==> config.mk <==
export PLATFORM = sky130hd
export DESIGN_NAME = xmodem_receiver_engine_unit_flat
export DESIGN_NICKNAME = d
export VERILOG_FILES = /design/src/design/xre_pkg.sv /design/src/design/xre_if.sv /design/src/design/xmodem_receiver_engine_unit.sv /design/src/flat_wrapper.sv
export VERILOG_INCLUDE_DIRS = /design/src /design/src/design
export SDC_FILE = /design/constraint.sdc
export NUM_CORES = 1
export LEC_CHECK = 0
export BUFFER_PORTS_ARGS = -buffer_cell sky130_fd_sc_hd__buf_4
export CAP_MARGIN = 15
export CORE_MARGIN = 2
export CORE_UTILIZATION = 39
export CTS_CLUSTER_DIAMETER = 150
export DETAILED_ROUTE_END_ITERATION = 8
export GPL_TIMING_DRIVEN = 0
export SLEW_MARGIN = 40
export SYNTH_ARGS = -nofsm -noshare
export SYNTH_HDL_FRONTEND = slang
export SYNTH_SLANG_ARGS = --single-unit
export TNS_END_PERCENT = 100
==> constraint.sdc <==
create_clock -name clk -period 13.1 [get_ports clk]
set_clock_uncertainty 0.1 [all_clocks]
set_input_delay 1.965 -clock clk [delete_from_list [all_inputs] [get_ports clk]]
set_output_delay 1.965 -clock clk [all_outputs]
set_load 0.01 [all_outputs]
==> src/design/xmodem_receiver_engine_unit_assert.svh <==
// ----------------------------------------------------------------------------
// XMODEM receiver engine assertion macros
// Concurrent assertion wrappers, empty when SYNTH is defined.
// ----------------------------------------------------------------------------
`ifndef XMODEM_RECEIVER_ENGINE_UNIT_ASSERT_SVH
`define XMODEM_RECEIVER_ENGINE_UNIT_ASSERT_SVH
`ifndef SYNTH
`define XRE_ASSERT_IMP(lbl, a, b) \
  lbl: assert property (@(posedge clk) disable iff (!rst_n) (a) |-> (b)) \
    else $error("assertion failed");
`define XRE_ASSERT_NXT(lbl, a, b) \
  lbl: assert property (@(posedge clk) disable iff (!rst_n) (a) |=> (b)) \
    else $error("assertion failed");
`else
`define XRE_ASSERT_IMP(lbl, a, b)
`define XRE_ASSERT_NXT(lbl, a, b)
`endif
`endif

==> src/design/xre_pkg.sv <==
// ----------------------------------------------------------------------------
// XMODEM receiver engine package
// Types, line byte codes and helpers shared by the engine files.
// ----------------------------------------------------------------------------
package xre_pkg;

  localparam int MAX_BLOCK_BYTES_DEF = 1024;

  localparam logic [7:0] B_SOH = 8'h01;
  localparam logic [7:0] B_STX = 8'h02;
  localparam logic [7:0] B_EOT = 8'h04;
  localparam logic [7:0] B_ACK = 8'h06;
  localparam logic [7:0] B_NAK = 8'h15;
  localparam logic [7:0] B_CAN = 8'h18;
  localparam logic [7:0] B_G   = 8'h47;
  localparam logic [7:0] B_C   = 8'h43;

  localparam logic [4:0] TRIES_PER_MODE = 5'd16;
  localparam logic [10:0] SOH_BYTES = 11'd128;
  localparam logic [10:0] STX_BYTES = 11'd1024;

  typedef enum logic [2:0] {
    PH_IDLE  = 3'd0,
    PH_CMD   = 3'd1,
    PH_CAN2  = 3'd2,
    PH_RECV  = 3'd3,
    PH_FLUSH = 3'd4
  } phase_t;

  typedef enum logic [2:0] {
    ACT_NONE    = 3'd0,
    ACT_CANCEL  = 3'd1,
    ACT_SYNC    = 3'd2,
    ACT_RETRIES = 3'd3,
    ACT_REJECT  = 3'd4
  } action_t;

  typedef enum logic [1:0] {
    EV_BYTE    = 2'd0,
    EV_TIMEOUT = 2'd1,
    EV_START   = 2'd2
  } event_t;

  typedef enum logic [2:0] {
    REG_REQUEST_MODE = 3'd0,
    REG_ENABLE_1K    = 3'd1,
    REG_CONTROL_MODE = 3'd2,
    REG_DEST_SIZE    = 3'd3,
    REG_MAX_RETRANS  = 3'd4
  } reg_idx_t;

  localparam logic [1:0] KIND_SEND    = 2'd0;
  localparam logic [1:0] KIND_PAYLOAD = 2'd1;
  localparam logic [1:0] KIND_VERDICT = 2'd2;
  localparam logic [1:0] KIND_FINISH  = 2'd3;

  localparam logic [1:0] VERD_NEW    = 2'd0;
  localparam logic [1:0] VERD_DUP    = 2'd1;
  localparam logic [1:0] VERD_REJECT = 2'd2;

  localparam logic [2:0] ST_EOT     = 3'd0;
  localparam logic [2:0] ST_CONTROL = 3'd1;
  localparam logic [2:0] ST_CANCEL  = 3'd2;
  localparam logic [2:0] ST_SYNC    = 3'd3;
  localparam logic [2:0] ST_RETRIES = 3'd4;

  localparam logic [1:0] WAIT_REQUEST = 2'd0;
  localparam logic [1:0] WAIT_PACKET  = 2'd1;
  localparam logic [1:0] WAIT_FLUSH   = 2'd2;

  typedef struct packed {
    logic [1:0]  kind;
    logic [7:0]  out_byte;
    logic [1:0]  verdict;
    logic [10:0] commit_count;
    logic [2:0]  status;
  } res_t;

  function automatic res_t mk_res(logic [1:0] kind, logic [7:0] b, logic [1:0] verd,
                                  logic [10:0] keep, logic [2:0] stat);
    res_t r;
    r.kind = kind;
    r.out_byte = b;
    r.verdict = verd;
    r.commit_count = keep;
    r.status = stat;
    return r;
  endfunction

  function automatic logic [7:0] req_byte(logic [1:0] rcs);
    logic [7:0] b;
    case (rcs)
      2'd1: b = B_NAK;
      2'd2: b = B_C;
      2'd3: b = B_G;
      default: b = 8'h00;
    endcase
    return b;
  endfunction

  function automatic logic [15:0] crc_add(logic [15:0] acc, logic [7:0] v);
    logic [15:0] a;
    a = acc ^ {v, 8'h00};
    for (int k = 0; k < 8; k++) begin
      a = a[15] ? ((a << 1) ^ 16'h1021) : (a << 1);
    end
    return a;
  endfunction

endpackage

==> src/design/xre_if.sv <==
// ----------------------------------------------------------------------------
// XMODEM receiver engine channels
// Event input channel and result output channel.
// ----------------------------------------------------------------------------
interface xre_in_if;
  logic       valid;
  logic       ready;
  logic [1:0] mode;
  logic [7:0] rx_byte;
  modport source (output valid, mode, rx_byte, input ready);
  modport sink (input valid, mode, rx_byte, output ready);
endinterface

interface xre_out_if;
  logic        valid;
  logic        ready;
  logic [1:0]  kind;
  logic [7:0]  out_byte;
  logic [1:0]  verdict;
  logic [10:0] commit_count;
  logic [2:0]  status;
  logic [31:0] received_total;
  logic [1:0]  next_wait;
  logic        last;
  modport source (output valid, kind, out_byte, verdict, commit_count, status,
                  received_total, next_wait, last, input ready);
  modport sink (input valid, kind, out_byte, verdict, commit_count, status,
                received_total, next_wait, last, output ready);
endinterface

==> src/design/xmodem_receiver_engine_unit.sv <==
// ----------------------------------------------------------------------------
// XMODEM receiver engine
// Receiver side of XMODEM, XMODEM-1K and YMODEM-G, one event per transaction.
// ----------------------------------------------------------------------------
//  channel | dir | payload
//  in_ch   | in  | mode, rx_byte
//  out_ch  | out | kind, out_byte, verdict, commit_count, status,
//          |     | received_total, next_wait, last
//  cfg_*   | in  | cfg_we, cfg_idx, cfg_wdata
//
//  An event is processed in the cycle it is accepted; its 0 to 4 results are
//  held in a result buffer and leave one per cycle while the output is ready.
//  A new event is accepted while the last result of the previous one leaves,
//  so single-result events flow at one per cycle while the output is ready;
//  an event with more results holds the input until all but its last have left.
//  Synchronous active-low reset returns all state but the result buffer to its reset values.
//  Output stalls hold the buffer and block the input whenever a result is
//  waiting and does not leave in the same cycle.
// ----------------------------------------------------------------------------
`include "xmodem_receiver_engine_unit_assert.svh"

module xmodem_receiver_engine_unit
  import xre_pkg::*;
#(
  parameter int MAX_BLOCK_BYTES = MAX_BLOCK_BYTES_DEF
) (
  input  logic        clk,
  input  logic        rst_n,
  xre_in_if.sink      in_ch,
  xre_out_if.source   out_ch,
  input  logic        cfg_we,
  input  logic [2:0]  cfg_idx,
  input  logic [31:0] cfg_wdata
);

  localparam bit StxOk = (MAX_BLOCK_BYTES >= 1024);

  logic [1:0]  req_mode_r;
  logic        en_1k_r;
  logic        ctrl_mode_r;
  logic [31:0] dest_size_r;
  logic [7:0]  max_retrans_r;

  phase_t      phase_r, ph;
  logic [1:0]  rcs_r, rcs;
  logic [1:0]  chk_r, chk;
  logic [4:0]  rty_r, rty;
  logic [8:0]  rl_r, rl;
  logic [7:0]  eb_r, eb;
  logic [10:0] bi_r, bi;
  logic        big_r, big;
  logic [7:0]  hn_r, hn;
  logic [7:0]  hc_r, hc;
  logic [15:0] crc_r, crc;
  logic [7:0]  sum_r, sum;
  logic [15:0] rc_r, rc;
  logic [31:0] tot_r, tot;
  action_t     afa_r, afa;

  res_t        rv [4];
  res_t        res_r [4];
  logic [2:0]  n;
  logic [2:0]  cnt_r;
  logic [1:0]  rd_r;
  logic [1:0]  wait_r, wt;

  logic        in_fire, out_fire;

  assign out_fire = out_ch.valid && out_ch.ready;
  assign in_ch.ready = rst_n && ((cnt_r == 3'd0) || ((cnt_r == 3'd1) && out_ch.ready));
  assign in_fire = in_ch.valid && in_ch.ready;

  always_comb begin
    logic        do_try;
    logic        do_block_end;
    logic [10:0] size;
    logic        uses_crc;
    logic [10:0] idx;
    logic [11:0] total;
    logic        hdr_ok, is_new, is_dup, sum_ok;
    logic [31:0] room;
    logic [10:0] keep;
    action_t     act;
    ph = phase_r; rcs = rcs_r; chk = chk_r; rty = rty_r; rl = rl_r; eb = eb_r;
    bi = bi_r; big = big_r; hn = hn_r; hc = hc_r; crc = crc_r; sum = sum_r;
    rc = rc_r; tot = tot_r; afa = afa_r;
    n = 3'd0;
    for (int i = 0; i < 4; i++) rv[i] = '0;
    do_try = 1'b0;
    do_block_end = 1'b0;
    size = big_r ? STX_BYTES : SOH_BYTES;
    uses_crc = (chk_r != 2'd0);
    idx = bi_r;
    total = {1'b0, size} + (uses_crc ? 12'd4 : 12'd3);
    hdr_ok = 1'b0; is_new = 1'b0; is_dup = 1'b0; sum_ok = 1'b0;
    room = '0; keep = '0; act = ACT_NONE;

    if (in_ch.mode == EV_START) begin
      case (req_mode_r)
        2'd0: begin rcs = 2'd1; chk = 2'd0; end
        2'd2: begin rcs = 2'd3; chk = 2'd2; end
        default: begin rcs = 2'd2; chk = 2'd1; end
      endcase
      rl = {1'b0, max_retrans_r};
      eb = ctrl_mode_r ? 8'd0 : 8'd1;
      tot = '0;
      afa = ACT_NONE;
      bi = '0; big = 1'b0; hn = '0; hc = '0; crc = '0; sum = '0; rc = '0;
      rty = '0;
      ph = PH_CMD;
      rv[n[1:0]] = mk_res(KIND_SEND, req_byte(rcs), '0, '0, '0); n = n + 3'd1;
    end else if (in_ch.mode != 2'd3) begin
      case (phase_r)
        PH_CMD: begin
          if (in_ch.mode == EV_TIMEOUT) do_try = 1'b1;
          else if (in_ch.rx_byte == B_SOH ||
                   (in_ch.rx_byte == B_STX && en_1k_r && StxOk)) begin
            bi = '0; hn = '0; hc = '0; crc = '0; sum = '0; rc = '0;
            big = (in_ch.rx_byte == B_STX);
            rcs = 2'd0;
            ph = PH_RECV;
          end else if (in_ch.rx_byte == B_EOT) begin
            rv[n[1:0]] = mk_res(KIND_SEND, B_ACK, '0, '0, '0); n = n + 3'd1;
            rv[n[1:0]] = mk_res(KIND_FINISH, '0, '0, '0, ST_EOT); n = n + 3'd1;
            ph = PH_IDLE;
          end else if (in_ch.rx_byte == B_CAN) ph = PH_CAN2;
          else do_try = 1'b1;
        end
        PH_CAN2: begin
          if (in_ch.mode == EV_BYTE && in_ch.rx_byte == B_CAN) begin
            ph = PH_FLUSH; afa = ACT_CANCEL;
          end else do_try = 1'b1;
        end
        PH_RECV: begin
          if (in_ch.mode == EV_TIMEOUT) begin
            rv[n[1:0]] = mk_res(KIND_VERDICT, '0, VERD_REJECT, '0, '0); n = n + 3'd1;
            ph = PH_FLUSH; afa = ACT_REJECT;
          end else begin
            if (idx == 11'd0) hn = in_ch.rx_byte;
            else if (idx == 11'd1) hc = in_ch.rx_byte;
            else if ({1'b0, idx} < {1'b0, size} + 12'd2) begin
              rv[n[1:0]] = mk_res(KIND_PAYLOAD, in_ch.rx_byte, '0, '0, '0);
              n = n + 3'd1;
              crc = crc_add(crc_r, in_ch.rx_byte);
              sum = sum_r + in_ch.rx_byte;
            end else if (uses_crc && ({1'b0, idx} == {1'b0, size} + 12'd2))
              rc = {in_ch.rx_byte, 8'h00};
            else if (uses_crc) rc = rc_r | {8'h00, in_ch.rx_byte};
            else rc = {8'h00, in_ch.rx_byte};
            bi = idx + 11'd1;
            do_block_end = ({1'b0, bi} >= total);
          end
        end
        PH_FLUSH: begin
          if (in_ch.mode == EV_TIMEOUT) begin
            act = afa_r;
            afa = ACT_NONE;
            if (act == ACT_CANCEL) begin
              rv[n[1:0]] = mk_res(KIND_SEND, B_ACK, '0, '0, '0); n = n + 3'd1;
              rv[n[1:0]] = mk_res(KIND_FINISH, '0, '0, '0, ST_CANCEL); n = n + 3'd1;
              ph = PH_IDLE;
            end else if (act == ACT_SYNC || act == ACT_RETRIES) begin
              rv[0] = mk_res(KIND_SEND, B_CAN, '0, '0, '0);
              rv[1] = mk_res(KIND_SEND, B_CAN, '0, '0, '0);
              rv[2] = mk_res(KIND_SEND, B_CAN, '0, '0, '0);
              rv[3] = mk_res(KIND_FINISH, '0, '0, '0,
                             (act == ACT_SYNC) ? ST_SYNC : ST_RETRIES);
              n = 3'd4;
              ph = PH_IDLE;
            end else begin
              rv[n[1:0]] = mk_res(KIND_SEND, B_NAK, '0, '0, '0); n = n + 3'd1;
              rty = '0;
              ph = PH_CMD;
            end
          end
        end
        PH_IDLE: ;
        default: ph = PH_IDLE;
      endcase

      if (do_try) begin
        rty = rty_r + 5'd1;
        if (rty < TRIES_PER_MODE) begin
          ph = PH_CMD;
          if (rcs != 2'd0) begin
            rv[n[1:0]] = mk_res(KIND_SEND, req_byte(rcs), '0, '0, '0); n = n + 3'd1;
          end
        end else if (rcs == 2'd3 || rcs == 2'd2) begin
          rcs = rcs - 2'd1;
          chk = (rcs == 2'd2) ? 2'd1 : 2'd0;
          rty = '0;
          ph = PH_CMD;
          rv[n[1:0]] = mk_res(KIND_SEND, req_byte(rcs), '0, '0, '0); n = n + 3'd1;
        end else begin
          ph = PH_FLUSH; afa = ACT_SYNC;
        end
      end

      if (do_block_end) begin
        hdr_ok = (hn == ~hc);
        is_new = (hn == eb_r);
        is_dup = (hn == eb_r - 8'd1);
        sum_ok = uses_crc ? (crc == rc) : (sum == rc[7:0]);
        if (!(hdr_ok && (is_new || is_dup) && sum_ok)) begin
          rv[n[1:0]] = mk_res(KIND_VERDICT, '0, VERD_REJECT, '0, '0); n = n + 3'd1;
          ph = PH_FLUSH; afa = ACT_REJECT;
        end else begin
          if (is_new) begin
            if (tot_r < dest_size_r) begin
              room = dest_size_r - tot_r;
              keep = (room < {21'd0, size}) ? room[10:0] : size;
              tot = tot_r + {21'd0, keep};
            end
            eb = eb_r + 8'd1;
            rl = {1'b0, max_retrans_r} + 9'd1;
          end
          rv[n[1:0]] = mk_res(KIND_VERDICT, '0, is_new ? VERD_NEW : VERD_DUP, keep, '0);
          n = n + 3'd1;
          if (rl <= 9'd1) begin
            rl = '0;
            ph = PH_FLUSH; afa = ACT_RETRIES;
          end else begin
            rl = rl - 9'd1;
            if (chk != 2'd2) begin
              rv[n[1:0]] = mk_res(KIND_SEND, B_ACK, '0, '0, '0); n = n + 3'd1;
            end
            if (ctrl_mode_r) begin
              rv[n[1:0]] = mk_res(KIND_FINISH, '0, '0, '0, ST_CONTROL); n = n + 3'd1;
              ph = PH_IDLE;
            end else begin
              rty = '0;
              ph = PH_CMD;
            end
          end
        end
      end
    end

    if (ph == PH_FLUSH) wt = WAIT_FLUSH;
    else if (ph == PH_CAN2 || ph == PH_RECV) wt = WAIT_PACKET;
    else wt = WAIT_REQUEST;
  end

  always_ff @(posedge clk) begin
    if (!rst_n) begin
      req_mode_r    <= 2'd1;
      en_1k_r       <= 1'b1;
      ctrl_mode_r   <= 1'b0;
      dest_size_r   <= 32'hFFFF_FFFF;
      max_retrans_r <= 8'd25;
    end else if (cfg_we) begin
      case (cfg_idx)
        REG_REQUEST_MODE: req_mode_r    <= cfg_wdata[1:0];
        REG_ENABLE_1K:    en_1k_r       <= cfg_wdata[0];
        REG_CONTROL_MODE: ctrl_mode_r   <= cfg_wdata[0];
        REG_DEST_SIZE:    dest_size_r   <= cfg_wdata;
        REG_MAX_RETRANS:  max_retrans_r <= cfg_wdata[7:0];
        default: ;
      endcase
    end
  end

  always_ff @(posedge clk) begin
    if (!rst_n) begin
      phase_r <= PH_IDLE;
      rcs_r <= 2'd2; chk_r <= 2'd1; rty_r <= '0; rl_r <= 9'd25; eb_r <= 8'd1;
      bi_r <= '0; big_r <= 1'b0; hn_r <= '0; hc_r <= '0; crc_r <= '0;
      sum_r <= '0; rc_r <= '0; tot_r <= '0; afa_r <= ACT_NONE;
      cnt_r <= '0; rd_r <= '0; wait_r <= WAIT_REQUEST;
    end else if (in_fire) begin
      phase_r <= ph; rcs_r <= rcs; chk_r <= chk; rty_r <= rty; rl_r <= rl;
      eb_r <= eb; bi_r <= bi; big_r <= big; hn_r <= hn; hc_r <= hc;
      crc_r <= crc; sum_r <= sum; rc_r <= rc; tot_r <= tot; afa_r <= afa;
      cnt_r <= n; rd_r <= '0; wait_r <= wt;
    end else if (out_fire) begin
      cnt_r <= cnt_r - 3'd1;
      rd_r <= rd_r + 2'd1;
    end
  end

  always_ff @(posedge clk) begin
    if (in_fire) begin
      for (int i = 0; i < 4; i++) res_r[i] <= rv[i];
    end
  end

  assign out_ch.valid          = (cnt_r != 3'd0);
  assign out_ch.kind           = res_r[rd_r].kind;
  assign out_ch.out_byte       = res_r[rd_r].out_byte;
  assign out_ch.verdict        = res_r[rd_r].verdict;
  assign out_ch.commit_count   = res_r[rd_r].commit_count;
  assign out_ch.status         = res_r[rd_r].status;
  assign out_ch.received_total = tot_r;
  assign out_ch.next_wait      = wait_r;
  assign out_ch.last           = (cnt_r == 3'd1);

  `XRE_ASSERT_IMP(a_cnt_range, 1'b1, cnt_r <= 3'd4)
  `XRE_ASSERT_IMP(a_accept_drained, in_fire, cnt_r <= 3'd1)
  `XRE_ASSERT_NXT(a_drain_last, out_fire && cnt_r == 3'd1 && !in_fire, cnt_r == 3'd0)
  `XRE_ASSERT_IMP(a_flush_wait, phase_r == PH_FLUSH, wait_r == WAIT_FLUSH)

endmodule
==> src/flat_wrapper.sv <==
// flat-port wrapper written by rule: the top's interface ports become plain ports
module xmodem_receiver_engine_unit_flat import xre_pkg::*;
#(
  parameter int MAX_BLOCK_BYTES = MAX_BLOCK_BYTES_DEF
)
  (clk, rst_n, cfg_we, cfg_idx, cfg_wdata, in_ch_valid, in_ch_mode, in_ch_rx_byte, in_ch_ready, out_ch_valid, out_ch_kind, out_ch_out_byte, out_ch_verdict, out_ch_commit_count, out_ch_status, out_ch_received_total, out_ch_next_wait, out_ch_last, out_ch_ready);
  xre_in_if in_ch_i ();
  xre_out_if out_ch_i ();
  input  logic clk;
  input  logic rst_n;
  input  logic cfg_we;
  input  logic [2:0] cfg_idx;
  input  logic [31:0] cfg_wdata;
  input wire logic [$bits(in_ch_i.valid)-1:0] in_ch_valid;
  input wire logic [$bits(in_ch_i.mode)-1:0] in_ch_mode;
  input wire logic [$bits(in_ch_i.rx_byte)-1:0] in_ch_rx_byte;
  output wire logic [$bits(in_ch_i.ready)-1:0] in_ch_ready;
  output wire logic [$bits(out_ch_i.valid)-1:0] out_ch_valid;
  output wire logic [$bits(out_ch_i.kind)-1:0] out_ch_kind;
  output wire logic [$bits(out_ch_i.out_byte)-1:0] out_ch_out_byte;
  output wire logic [$bits(out_ch_i.verdict)-1:0] out_ch_verdict;
  output wire logic [$bits(out_ch_i.commit_count)-1:0] out_ch_commit_count;
  output wire logic [$bits(out_ch_i.status)-1:0] out_ch_status;
  output wire logic [$bits(out_ch_i.received_total)-1:0] out_ch_received_total;
  output wire logic [$bits(out_ch_i.next_wait)-1:0] out_ch_next_wait;
  output wire logic [$bits(out_ch_i.last)-1:0] out_ch_last;
  input wire logic [$bits(out_ch_i.ready)-1:0] out_ch_ready;
  assign in_ch_i.valid = in_ch_valid;
  assign in_ch_i.mode = in_ch_mode;
  assign in_ch_i.rx_byte = in_ch_rx_byte;
  assign in_ch_ready = in_ch_i.ready;
  assign out_ch_valid = out_ch_i.valid;
  assign out_ch_kind = out_ch_i.kind;
  assign out_ch_out_byte = out_ch_i.out_byte;
  assign out_ch_verdict = out_ch_i.verdict;
  assign out_ch_commit_count = out_ch_i.commit_count;
  assign out_ch_status = out_ch_i.status;
  assign out_ch_received_total = out_ch_i.received_total;
  assign out_ch_next_wait = out_ch_i.next_wait;
  assign out_ch_last = out_ch_i.last;
  assign out_ch_i.ready = out_ch_ready;
  xmodem_receiver_engine_unit #(.MAX_BLOCK_BYTES(MAX_BLOCK_BYTES)) u_core (.clk(clk), .rst_n(rst_n), .in_ch(in_ch_i), .out_ch(out_ch_i), .cfg_we(cfg_we), .cfg_idx(cfg_idx), .cfg_wdata(cfg_wdata));
endmodule
* Word level (Yosys, flattened, before mapping)
Memories as Yosys holds them, arrays and structs flattened. A register that Yosys moved wholly into a read port is not among the register bits.
Cells that the tools add are included.
** Word-level totals
- Flip-flop bits (word level) :: 183
- Bits in writable memories :: 104
- Input bits :: 50
- Output and inout port bits :: 63
- Word-level logic and storage cells :: 461
- Memories kept :: 1
** Cells by class
- $add $sub $neg :: 18
- Order comparisons :: 14
- Equal/unequal tests :: 44
- Mux-type cells :: 287
- Bitwise logic cells :: 25
- Reductions and logical operators :: 49
** Memories
- u_core.res_r :: depth 4, bits a word 26, read ports 1, clocked after Yosys merged registers in 1, wr ports 4, line xmodem_receiver_engine_unit.sv:61 : res_t res_r [4];
** Operator list (number)
- two-way mux 104 bit :: 18
- two-way mux 52 bit :: 7
- two-way mux 16 bit :: 22
- two-way mux 8 bit :: 42
- bitwise mux 104 bit :: 3
- two-way mux 26 bit :: 12
- demux 26 bit (select 2 bit) :: 4
- bitwise AND 96 bit :: 2
- two-way mux 32 bit :: 6
- inverter 96 bit :: 2
- two-way mux 3 bit :: 59
- two-way mux 11 bit :: 13
- two-way mux 13 bit :: 8
- bitwise AND 92 bit :: 1
- inverter 92 bit :: 1
- two-way mux 9 bit :: 10
- two-way mux 78 bit :: 1
- case mux 26 bit (3 select lines) :: 1
- two-way mux 73 bit :: 1
- two-way mux 5 bit :: 13
- case mux 16 bit (2 select lines) :: 2
- case mux 7 bit (3 select lines) :: 3
- case mux 26 bit (2 select lines) :: 1
- case mux 8 bit (2 select lines) :: 3
- other kinds (70) :: 202

* Longest topological paths before layout
Gate-level depths: netlist of the first run.
- Depth after elaboration :: 50
- Mapped depth :: 32
- Depth with buffers taken out :: 31

* Worst setup path before layout of the first run
No wires, ideal clock.
- Kind :: register to register
- From :: reg u_core.tot_r[0], in the netlist u_core.out_ch.received_total[0]
- To :: reg u_core.tot_r[29], in the netlist u_core.out_ch.received_total[29]
- Data arrival time :: 6511 ps
- Required time :: 12872 ps
- Path slack :: 6361 ps
- Stages on the path, launching flop included :: 32
- Buffers on the path :: 1
- Period minus slack after synthesis :: 6739 ps
- Cells stage by stage :: dfxtp_1 > ha_1 > inv_1 > fa_1 > a21o_1 > a221oi_1 > o21bai_1 > xor2_1 > ha_1 > a21oi_1 > nand4_1 > nor4b_1 > nand4_1 > nor4b_1 > and3_1 > buf_1 > nand2_1 > inv_1 > ha_1 > or2_2 > a21oi_1 > or4_1 > nor4_1 > and3_1 > and3_1 > and3_1 > nand3_1 > nor2_1 > nand2_1 > nor4_1 > xnor2_1 > nor2_1
** Between the ends
- Word-level cells in the longest chain between the ends :: 10
- Elaborated cells on any way between the ends :: 13
- Those cells by class :: add/sub: 2; order compare: 2; mux: 7; reduce/logical: 2
** RTL lines
- from (decl) :: line xmodem_receiver_engine_unit.sv:57 : logic [31:0] tot_r, tot;
- from (signal assigned) :: line xmodem_receiver_engine_unit.sv:268 : sum_r <= '0; rc_r <= '0; tot_r <= '0; afa_r <= ACT_NONE;
- from (signal assigned) :: line xmodem_receiver_engine_unit.sv:273 : crc_r <= crc; sum_r <= sum; rc_r <= rc; tot_r <= tot; afa_r <= afa;
- subtractor 32 bit :: line xmodem_receiver_engine_unit.sv:210 : room = dest_size_r - tot_r;
- less-than comparator 32 x 11 -> 1 bit :: line xmodem_receiver_engine_unit.sv:211 : keep = (room < {21'd0, size}) ? room[10:0] : size;
- two-way mux 11 bit :: line xmodem_receiver_engine_unit.sv:211
- adder 32 x 11 -> 32 bit :: line xmodem_receiver_engine_unit.sv:212 : tot = tot_r + {21'd0, keep};
- two-way mux 32 bit :: line xmodem_receiver_engine_unit.sv:209 : if (tot_r < dest_size_r) begin
- two-way mux 32 bit :: line xmodem_receiver_engine_unit.sv:208 : if (is_new) begin
- two-way mux 32 bit :: line xmodem_receiver_engine_unit.sv:204 : if (!(hdr_ok && (is_new || is_dup) && sum_ok)) begin
- two-way mux 32 bit :: line xmodem_receiver_engine_unit.sv:199 : if (do_block_end) begin
- two-way mux 32 bit :: line xmodem_receiver_engine_unit.sv:112 : end else if (in_ch.mode != 2'd3) begin
- two-way mux 32 bit :: line xmodem_receiver_engine_unit.sv:98 : if (in_ch.mode == EV_START) begin
Parallel ways exist; a longest one is shown, timed or not. The select of a mux whose other input is x is not followed.
A chain may end at the register's enable or synchronous reset.

* Worst setup path after layout of the first run
Ends and elaborated chain as after synthesis.

==> impl_metrics.env, run 1 <==
export IMPL_cts_hold_buffers=0
export IMPL_pwr_share_seq_pct=43.1
export IMPL_area_growth_pct=14.9
export IMPL_final_min_clock_period_ns=8.45
export IMPL_setup_slack_ns=4.65
export IMPL_critPathArrivalTime_ns=8.79
export IMPL_drv_slew=0
export IMPL_path_class="flop to flop"
export IMPL_p_sw_share_pct=27.4
export IMPL_io_pins=113
export IMPL_p_leak_uw=0.00811
export IMPL_met3_usage_pct=5.20
export IMPL_dieArea_um2=51600
export IMPL_routedWlPerCell_um=21.9
export IMPL_antenna_found_initial=5
export IMPL_avgSynthCellArea_um2=8.09
export IMPL_clk_pin_slew_worst_paths_ns=0.06
export IMPL_place_gp_congestion=0.989
export IMPL_routed_wl_mm=70.9
export IMPL_hold_viol=0
export IMPL_clock_latency_ns=0.58
export IMPL_grt_ovfl_total=0
export IMPL_crit_required_ns=13.44
export IMPL_maxCapViolations=0
export IMPL_p_int_uw=1550
export IMPL_grt_usage_pct=27.1
export IMPL_place_ws_ns=4.68
export IMPL_core_area_um2=49100
export IMPL_finalSetupViolCount=0
export IMPL_switchingPower_uw=585
export IMPL_ctsResizeCount=0
export IMPL_layout_worst_path_cycle_share_pct=64.5
export IMPL_total_power_uw=2140
export IMPL_cts_tree="yes"
export IMPL_status="complete, no violations"
export IMPL_yosysWarnings=0
export IMPL_htreeDepth=2
export IMPL_postRouteAntennaNets=0
export IMPL_hold_depth=2
export IMPL_syn_cell_area_um2=19400
export IMPL_synth_edff_count=91
export IMPL_ys_flop_type="dfxtp_1"
export IMPL_synth_cell_types=89
export IMPL_final_core_utilization_pct=45.5
export IMPL_comb_power_share_pct=12.1
export IMPL_drt_iter0_drc=1811
export IMPL_synth_top_cell_by_area="dfxtp_1"
export IMPL_grt_pass1_wl_mm=107
export IMPL_whs_ns=0.371
export IMPL_use_met2_pct=43.6
export IMPL_clk_path_buf_depth=3
export IMPL_grt_max_degree=41
export IMPL_critical_path_most_common_cell="and3_1"
export IMPL_rows=81
export IMPL_grt_pass1_vias=18400
export IMPL_max_freq_mhz=118
export IMPL_cp_start_kind="flop"
export IMPL_power_density_nw_per_um2=95.7
export IMPL_cts_sinks=276
export IMPL_dp_hpwl_mm=54.6
export IMPL_die_height_um=227
export IMPL_viasPerCell=6.01
export IMPL_syn_num_nets=2544
export IMPL_drive_above_1_share_pct=10.3
export IMPL_fin_setup_tns_ns=0
export IMPL_post_cts_setup_buffers=0
export IMPL_rsz0062_at_grt="false"
export IMPL_cts_buffers=36
export IMPL_synthTopCellsByArea="dfxtp_1 (19%), edfxtp_1 (14%), ha_1 (5.8%)"
export IMPL_initial_core_util_pct=39.6
export IMPL_ff2ff_path_depth=31
export IMPL_syn_inst=2401
export IMPL_crit_path_max_fanout=10
export IMPL_relSlewSlack_pct=39.9
export IMPL_cts_root_buf="clkbuf_16"
export IMPL_vdd_drop_max_mv=0.0705
export IMPL_fill_cells=4960
export IMPL_met1_usage_pct=35.3
export IMPL_worst_slew_pin_slew_ns=0.902
export IMPL_drc=0
export IMPL_max_stage_delay_ns=0.54
export IMPL_first_pass_iters=6
export IMPL_end_kind="flop"
export IMPL_synth_top_area_share_pct=19.1
export IMPL_ys_async_sr_fraction_pct=0
export IMPL_hp_class="flop to flop"
export IMPL_synth_seq_cells=276
export IMPL_clock_power_share_pct=44.9
export IMPL_finalNetCount=2695
export IMPL_die_x_um=227
export IMPL_grt_busiest_layer="met2"
export IMPL_portBuffers=110
export IMPL_num_vias=19500
export IMPL_cpMaxStageDelayCell="or4_1"
export IMPL_yosysSeqAreaShare_pct=33.1
==> flip-flops by register name, indices dropped and copies added (netlist names), 2 cells and up, named ones only <==
register / cells
u_core.afa_r: 3
u_core.hn_r: 8
u_core.out_ch.next_wait: 2
u_core.out_ch.received_total: 32
u_core.rcs_r: 2
u_core.eb_r: 8
u_core.chk_r: 2
u_core.crc_r: 16
u_core.max_retrans_r: 8
u_core.dest_size_r: 32
u_core.rc_r: 16
u_core.rl_r: 9
u_core.sum_r: 8
u_core.rd_r: 2
u_core.hc_r: 8
u_core.phase_r: 3
u_core.bi_r: 11
u_core.res_r: 91
u_core.rty_r: 5
u_core.cnt_r: 3
u_core.req_mode_r: 2
==> stage by stage <==
step	instance area (um^2)	cells
finish	22300	3245
CTS	22300	3240
global route	22300	3245
floorplan	19400	2401
detailed placement	21200	3177
global placement	21100	3175
==> worst max-delay path: cells and delay by family (launching register included) <==
kind / cells / cell delay [ns]
compound gates: 5 / 1.21
xor+xnor: 2 / 0.36
fa+ha+maj: 4 / 1.13
buf+inv: 3 / 0.66
flops: 1 / 0.47
simple gates: 17 / 4.36
==> cells by family after synthesis <==
group / count (synthesis) / share of synthesized area, %
AOI/OAI and AO/OA: 615 / 21.0
DFF: 276 / 33.1
and+or+nand+nor: 986 / 24.3
xor gates and xnor gates: 131 / 5.91
muxes: 60 / 4.48
adders and majority gates: 95 / 6.21
buffers and inverters: 238 / 4.95
==> power by group through the flow <==
| stage | clock (uW) | combinational [uW] | sequential, uW |
|---|---|---|---|
| 2_1_floorplan | 0 | 152 | 936 |
| 3_3_place_gp | 0 | 247 | 940 |
| 3_5_place_dp | 0 | 252 | 937 |
| 4_1_cts | 978 | 253 | 919 |
| 5_1_grt | 1010 | 277 | 921 |
| 6_report | 958 | 258 | 919 |
==> Yosys cell counts (all sizes together), types with 15 or more instances <==
cell / number
nand2: 299
nor2: 267
dfxtp: 185
a21oi: 174
o21ai: 107
clkbuf: 105
inv: 100
edfxtp: 91
ha: 90
nand3: 89
nor3: 86
xnor2: 84
a22oi: 60
xor2: 47
and3: 37
nor4: 37
buf: 33
mux2i: 33
nand4: 33
a31oi: 29
a21o: 27
and2: 24
nand2b: 24
mux4: 21
o211ai: 21
or3: 21
a211oi: 19
nor3b: 17
o31ai: 16
a32oi: 15
o21a: 15
==> per-layer routing <==
layer / share of wire, % / vias to the layer above
met1: 42 / 9281
met3: 8.3 / 207
met2: 45 / 920
met5: 0 / -
met4: 4.7 / 0
li1: - / 9098
==> cells in the final DEF (no fill, tap or decap), drive strengths merged, types with 8 or more instances in the layout <==
| master | n |
|---|---|
| nand2 | 299 |
| nor2 | 267 |
| dfxtp | 185 |
| a21oi | 174 |
| clkbuf | 153 |
| buf | 146 |
| o21ai | 107 |
| inv | 100 |
| edfxtp | 91 |
| ha | 90 |
| nand3 | 89 |
| nor3 | 86 |
| xnor2 | 84 |
| a22oi | 60 |
| xor2 | 47 |
| and3 | 37 |
| nor4 | 37 |
| mux2i | 33 |
| nand4 | 33 |
| a31oi | 29 |
| a21o | 27 |
| nand2b | 24 |
| and2 | 24 |
| o211ai | 21 |
| mux4 | 21 |
| or3 | 21 |
| a211oi | 19 |
| nor3b | 17 |
| o31ai | 16 |
| o21a | 15 |
| a32oi | 15 |
| nor2b | 13 |
| o22ai | 12 |
| clkinv | 10 |
| or2 | 9 |
| a211o | 9 |
| a311oi | 8 |
| a22o | 8 |
==> layout make-up <==
| cell class | count | area, um^2 | share of cell area (%) |
|---|---|---|---|
| antenna | 4 | 10.0 | 0.0449 |
| buffer | 138 | 594 | 2.66 |
| clock buffer | 48 | 946 | 4.24 |
| clock inverter | 15 | 169 | 0.757 |
| inverter | 100 | 375 | 1.68 |
| multi-input combinational | 1887 | 12100 | 54.1 |
| sequential | 276 | 6440 | 28.9 |
| tap | 664 | 831 | 3.72 |
| timing repair buffer | 113 | 871 | 3.90 |
==> worst paths after layout <==
check	startpoint	slack [ns]	end
hold / removal	u_core.rcs_r[1]	0.37	u_core.rcs_r[1]
hold reg to reg	u_core.rcs_r[1]	0.37	u_core.rcs_r[1]
setup / recovery	u_core.out_ch.received_total[0]	4.65	u_core.out_ch.received_total[29]
setup reg to reg	u_core.out_ch.received_total[0]	4.65	u_core.out_ch.received_total[29]
Power figures use the tool's default switching activity.
==> inputs of run 2 (changes only) <==
==> constraint.sdc (replaced) <==
create_clock -name clk -period 8.2 [get_ports clk]
set_clock_uncertainty 0.1 [all_clocks]
set_input_delay 1.23 -clock clk [delete_from_list [all_inputs] [get_ports clk]]
set_output_delay 1.23 -clock clk [all_outputs]
set_load 0.01 [all_outputs]
==> run 2 against run 1 <==
  * Non-clock buffer count did not move
  * Clock power up 61%
  * Register-to-register slack got worse by 4.0 ns
  * Cell area grew 0.19%
  * Sequential cell count stayed put
  * Combinational power up 60%
  * Critical path type unchanged
  * Sequential power grew 60%
  * Die area unchanged
  * Power up 60%
  * Worst hold slack about the same
  * Cell count stayed put
  * Global-route usage unchanged
==> impl_metrics.env, run 2 (synthesis gave the netlist of run 1 again) <==
export IMPL_status="complete, no violations"
export IMPL_initial_core_util_pct=39.6
export IMPL_viasPerCell=6.02
export IMPL_critPathLaunch="u_core.out_ch.received_total[0]"
export IMPL_relSlewSlack_pct=38.7
export IMPL_rsz0062_at_grt="false"
export IMPL_crit_path_max_fanout=10
export IMPL_core_area_um2=49100
export IMPL_fill_cells=4956
export IMPL_total_power_uw=3420
export IMPL_cts_tree="yes"
export IMPL_mostFrequentLayoutCell="nand2_1"
export IMPL_vdd_drop_max_mv=0.113
export IMPL_final_cell_mix="nand2_1 (298), nor2_1 (266), dfxtp_1 (185)"
export IMPL_placed_area_um2=21200
export IMPL_drive_above_1_share_pct=10.6
export IMPL_largest_reg_flops=91
export IMPL_place_gp_congestion=0.989
export IMPL_routed_wl_mm=70.9
export IMPL_die_height_um=227
export IMPL_clock_latency_ns=0.57
export IMPL_max_freq_mhz=133
export IMPL_io_pins=113
export IMPL_dieArea_um2=51600
export IMPL_p_leak_uw=0.00813
export IMPL_clk_pin_slew_worst_paths_ns=0.06
export IMPL_maxCapViolations=0
export IMPL_pwr_share_seq_pct=43.0
export IMPL_design_area_um2=22400
export IMPL_end_kind="flop"
export IMPL_hold_depth=2
export IMPL_dp_hpwl_mm=54.6
export IMPL_drc=0
export IMPL_critPathArrivalTime_ns=7.88
export IMPL_crit_required_ns=8.54
export IMPL_grt_usage_pct=27.1
export IMPL_finalNetCount=2695
export IMPL_cts_buffers=36
export IMPL_comb_power_share_pct=12.1
export IMPL_timing_rr_start="u_core.out_ch.received_total[0]"
export IMPL_post_cts_setup_buffers=0
export IMPL_final_core_utilization_pct=45.6
export IMPL_top_register="u_core.res_r"
export IMPL_max_stage_delay_ns=0.59
export IMPL_die_x_um=227
export IMPL_p_sw_share_pct=27.5
export IMPL_switchingPower_uw=941
export IMPL_htreeDepth=2
export IMPL_drt_iter0_drc=1786
export IMPL_power_density_nw_per_um2=153
export IMPL_drv_slew=0
export IMPL_area_growth_pct=15.1
export IMPL_final_min_clock_period_ns=7.54
export IMPL_clk_path_buf_depth=3
export IMPL_cts_root_buf="clkbuf_16"
export IMPL_cts_sinks=276
export IMPL_path_class="flop to flop"
export IMPL_antenna_found_initial=5
export IMPL_worst_slew_pin_slew_ns=0.916
export IMPL_portBuffers=110
export IMPL_p_int_uw=2480
export IMPL_clock_power_share_pct=44.9
export IMPL_routedWlPerCell_um=21.9
export IMPL_grt_ovfl_total=0
export IMPL_cp_start_kind="flop"
export IMPL_rows=81
export IMPL_grt_max_degree=41
export IMPL_whs_ns=0.371
export IMPL_postRouteAntennaNets=0
export IMPL_grt_pass1_wl_mm=107
export IMPL_layout_worst_path_cycle_share_pct=91.9
export IMPL_cpMaxStageDelayCell="or4_1"
export IMPL_hp_class="flop to flop"
export IMPL_ff2ff_path_depth=30
export IMPL_num_vias=19500
export IMPL_finalSetupViolCount=0
export IMPL_hold_viol=0
export IMPL_grt_pass1_vias=18400
export IMPL_hp_start="u_core.dest_size_r[30]"
export IMPL_first_pass_iters=6
-- run 2: cell types whose count changed in the layout (fill, tap and decap cells not counted), sizes merged --
cell,delta
buf,-1
clkbuf,+1
-- run 2: final cells by class --
cell class              instances  area [um^2]  area share (%)
diodes                          4         10.0          0.0448
plain buffers                 138          598            2.68
clock buffers                  48          946            4.23
clock inverters                15          169           0.756
inverters                     100          375            1.68
multi-input cells            1887        12100            54.2
flip-flops and latches        276         6440            28.8
well taps                     664          831            3.72
repair buffers                113          871            3.90
-- run 2: repair_timing --
action	CTS	global route
gates resized for setup	1	8
hold buffers	0	0
endpoints found under the setup margin	3	8
-- run 2: path summary, 6_finish.rpt --
check,end,slack (ns)
setup / recovery,u_core.out_ch.received_total[29],0.66
hold / removal,u_core.dest_size_r[30],0.37
setup reg to reg,u_core.out_ch.received_total[29],0.66
hold reg to reg,u_core.dest_size_r[30],0.37
-- run 2: worst max-delay path, delay by kind of cell, from the launching register on --
| family | cells | cell delay [ns] |
|---|---|---|
| AND/OR/NAND/NOR | 14 | 3.23 |
| AO/OA/AOI/OAI | 7 | 1.54 |
| adder cells (fa/ha/maj) | 4 | 1.19 |
| flip-flops | 1 | 0.47 |
| XOR/XNOR | 2 | 0.44 |
| buffers and inverters | 3 | 0.42 |
-- run 2: per-layer routing --
| metal | share of wire [%] | global-route usage (%) | wire (um) | up-vias |
|---|---|---|---|---|
| li1 | - | - | - | 9097 |
| met1 | 42 | 35.3 | 29600 | 9292 |
| met2 | 45 | 43.6 | 31700 | 938 |
| met3 | 8.8 | 5.20 | 6240 | 203 |
| met4 | 4.7 | 12.2 | 3330 | 0 |
| met5 | 0 | 0 | 0 | - |
-- run 2: power groups by stage --
| stage | registers, uW | logic, uW | clock network [uW] |
|---|---|---|---|
| 3_3_place_gp | 1500 | 395 | 0 |
| 2_1_floorplan | 1500 | 243 | 0 |
| 3_5_place_dp | 1500 | 403 | 0 |
| 4_1_cts | 1470 | 404 | 1560 |
| 6_report | 1470 | 413 | 1540 |
| 5_1_grt | 1470 | 443 | 1610 |
-- run 2: metrics by stage --
stage,instances,worst slack (ns),TNS [ns]
global route,3245,0.00540,0
finish,3245,0.661,0
detailed placement,3177,-0.0985,-0.155
CTS,3240,0.0686,0
floorplan,2401,1.46,0
global placement,3175,-0.0669,-0.0850
==> inputs of run 3 (changes only) <==
--- a/config.mk
+++ b/config.mk
@@ -13,6 +13,7 @@
 export CTS_CLUSTER_DIAMETER = 150
 export DETAILED_ROUTE_END_ITERATION = 8
 export GPL_TIMING_DRIVEN = 0
+export REMOVE_ABC_BUFFERS = 1
 export SLEW_MARGIN = 40
 export SYNTH_ARGS = -nofsm -noshare
 export SYNTH_HDL_FRONTEND = slang
==> run 3 against run 2 <==
  * Worst setup slack got worse by 0.086 ns
  * Sequential power barely moved
  * Via count fell by 4.3%
  * Non-clock buffer count fell by 128
  * Power rose by 4.3%
  * Combinational power fell by 7.3%
  * Fmax fell by 1.1%
  * Global-route usage fell by 2.6 points
  * Register-to-register slack got worse by 0.09 ns
  * Worst hold slack got worse by 0.0048 ns
  * Sequential share of layout area rose by 0.28 points
  * Critical endpoint unchanged
==> impl_metrics.env, run 3 (synthesis gave the netlist of run 1 again) <==
export IMPL_final_cell_mix="nand2_1 (293), nor2_1 (263), dfxtp_1 (183)"
export IMPL_grt_max_degree=72
export IMPL_grt_pass1_vias=17900
export IMPL_portBuffers=112
export IMPL_worst_slew_pin_slew_ns=0.847
export IMPL_drc=0
export IMPL_clk_path_buf_depth=3
export IMPL_drv_slew=0
export IMPL_relSlewSlack_pct=43.3
export IMPL_area_growth_pct=14.1
export IMPL_die_x_um=227
export IMPL_grt_ovfl_total=0
export IMPL_place_gp_congestion=0.924
export IMPL_hp_class="flop to flop"
export IMPL_rows=81
export IMPL_cts_buffers=35
export IMPL_status="complete, no violations"
export IMPL_largest_reg_flops=91
export IMPL_finalNetCount=2566
export IMPL_max_stage_delay_ns=0.57
export IMPL_htreeDepth=2
export IMPL_cpMaxStageDelayCell="or4_1"
export IMPL_end_kind="flop"
export IMPL_initial_core_util_pct=39.6
export IMPL_hold_viol=0
export IMPL_postRouteAntennaNets=0
export IMPL_dieArea_um2=51600
export IMPL_cts_sinks=276
export IMPL_maxCapViolations=0
export IMPL_fin_setup_tns_ns=0
export IMPL_whs_ns=0.367
export IMPL_cp_start_kind="flop"
export IMPL_grt_pass1_wl_mm=99.8
export IMPL_drive_above_1_share_pct=11.3
export IMPL_io_pins=113
export IMPL_crit_path_max_fanout=14
export IMPL_top_register="u_core.res_r"
export IMPL_grt_usage_pct=24.5
export IMPL_antenna_found_initial=1
export IMPL_drt_iter0_drc=1733
export IMPL_die_height_um=227
export IMPL_routed_wl_mm=63.9
export IMPL_critPathArrivalTime_ns=7.96
export IMPL_num_vias=18700
export IMPL_cts_root_buf="clkbuf_16"
export IMPL_max_freq_mhz=131
export IMPL_clock_latency_ns=0.57
export IMPL_clk_pin_slew_worst_paths_ns=0.06
export IMPL_power_density_nw_per_um2=161
export IMPL_cts_hold_buffers=0
export IMPL_p_leak_uw=0.00801
export IMPL_routedWlPerCell_um=20.5
export IMPL_first_pass_iters=5
export IMPL_core_area_um2=49100
export IMPL_post_cts_setup_buffers=0
export IMPL_vdd_drop_max_mv=0.107
export IMPL_layout_worst_path_cycle_share_pct=93.0
export IMPL_rsz0062_at_grt="false"
export IMPL_fill_cells=4883
export IMPL_dp_hpwl_mm=46.3
export IMPL_finalSetupViolCount=0
export IMPL_viasPerCell=6.00
export IMPL_final_core_utilization_pct=45.2
export IMPL_final_min_clock_period_ns=7.63
export IMPL_path_class="flop to flop"
export IMPL_mostFrequentLayoutCell="nand2_1"
export IMPL_crit_required_ns=8.53
export IMPL_cts_tree="yes"
[run 3: per-layer routing]
layer  wire [um]  GRT usage [%]  share of wire (%)
met5           9              0              0.014
met3        4630           4.92                7.2
met1       28500           33.0                 45
met2       28600           38.9                 45
met4        2210           9.07                3.5
[run 3: worst paths after layout]
check	from	endpoint	slack [ns]	cells after the start
hold / removal	u_core.dest_size_r[0]	u_core.out_ch.received_total[0]	0.37	2
setup reg to reg	u_core.out_ch.received_total[0]	u_core.out_ch.received_total[29]	0.57	30
hold reg to reg	u_core.dest_size_r[0]	u_core.out_ch.received_total[0]	0.37	2
setup / recovery	u_core.out_ch.received_total[0]	u_core.out_ch.received_total[29]	0.57	30
[run 3: critical path, delay by kind of cell (launching register included)]
kind,cells,cell delay [ns]
simple gates,16,3.82
compound gates,6,1.30
fa+ha+maj,4,1.25
buf+inv,2,0.14
flops,1,0.48
xor+xnor,2,0.37
[run 3: per-stage QoR]
| step | power, uW | setup slack, ns | instance area (um^2) | std cells |
|---|---|---|---|---|
| after floorplan | 1720 | 1.31 | 18800 | 2263 |
| after global placement | 1870 | -2.58 | 20500 | 3039 |
| after detailed placement | 1890 | -0.336 | 20800 | 3050 |
| after CTS | 3600 | 0.155 | 22100 | 3114 |
| after global routing | 3690 | 0.102 | 22200 | 3114 |
| final | 3560 | 0.575 | 22200 | 3116 |
[run 3: timing repair]
item,in CTS,in global routing
pin swaps,0,0
resized for setup,3,5
setup endpoints to repair,6,6
[run 3: layout make-up]
class | instances | area, um^2 | share of cell area, %
Clock buffer | 42 | 943 | 4.26
Clock inverter | 22 | 315 | 1.42
Inverter | 100 | 388 | 1.75
Tap cell | 664 | 831 | 3.75
Multi-Input combinational cell | 1887 | 12200 | 55.1
Sequential cell | 276 | 6440 | 29.1
Antenna cell | 2 | 5.00 | 0.0226
Timing Repair Buffer | 123 | 1020 | 4.60
[run 3: report_power, final]
part / leakage (uW) / internal (uW) / total, uW / switching [uW]
clock: 0.000617 / 1050 / 1700 / 653
combinational: 0.00503 / 140 / 383 / 243
sequential: 0.00236 / 1450 / 1480 / 26.0
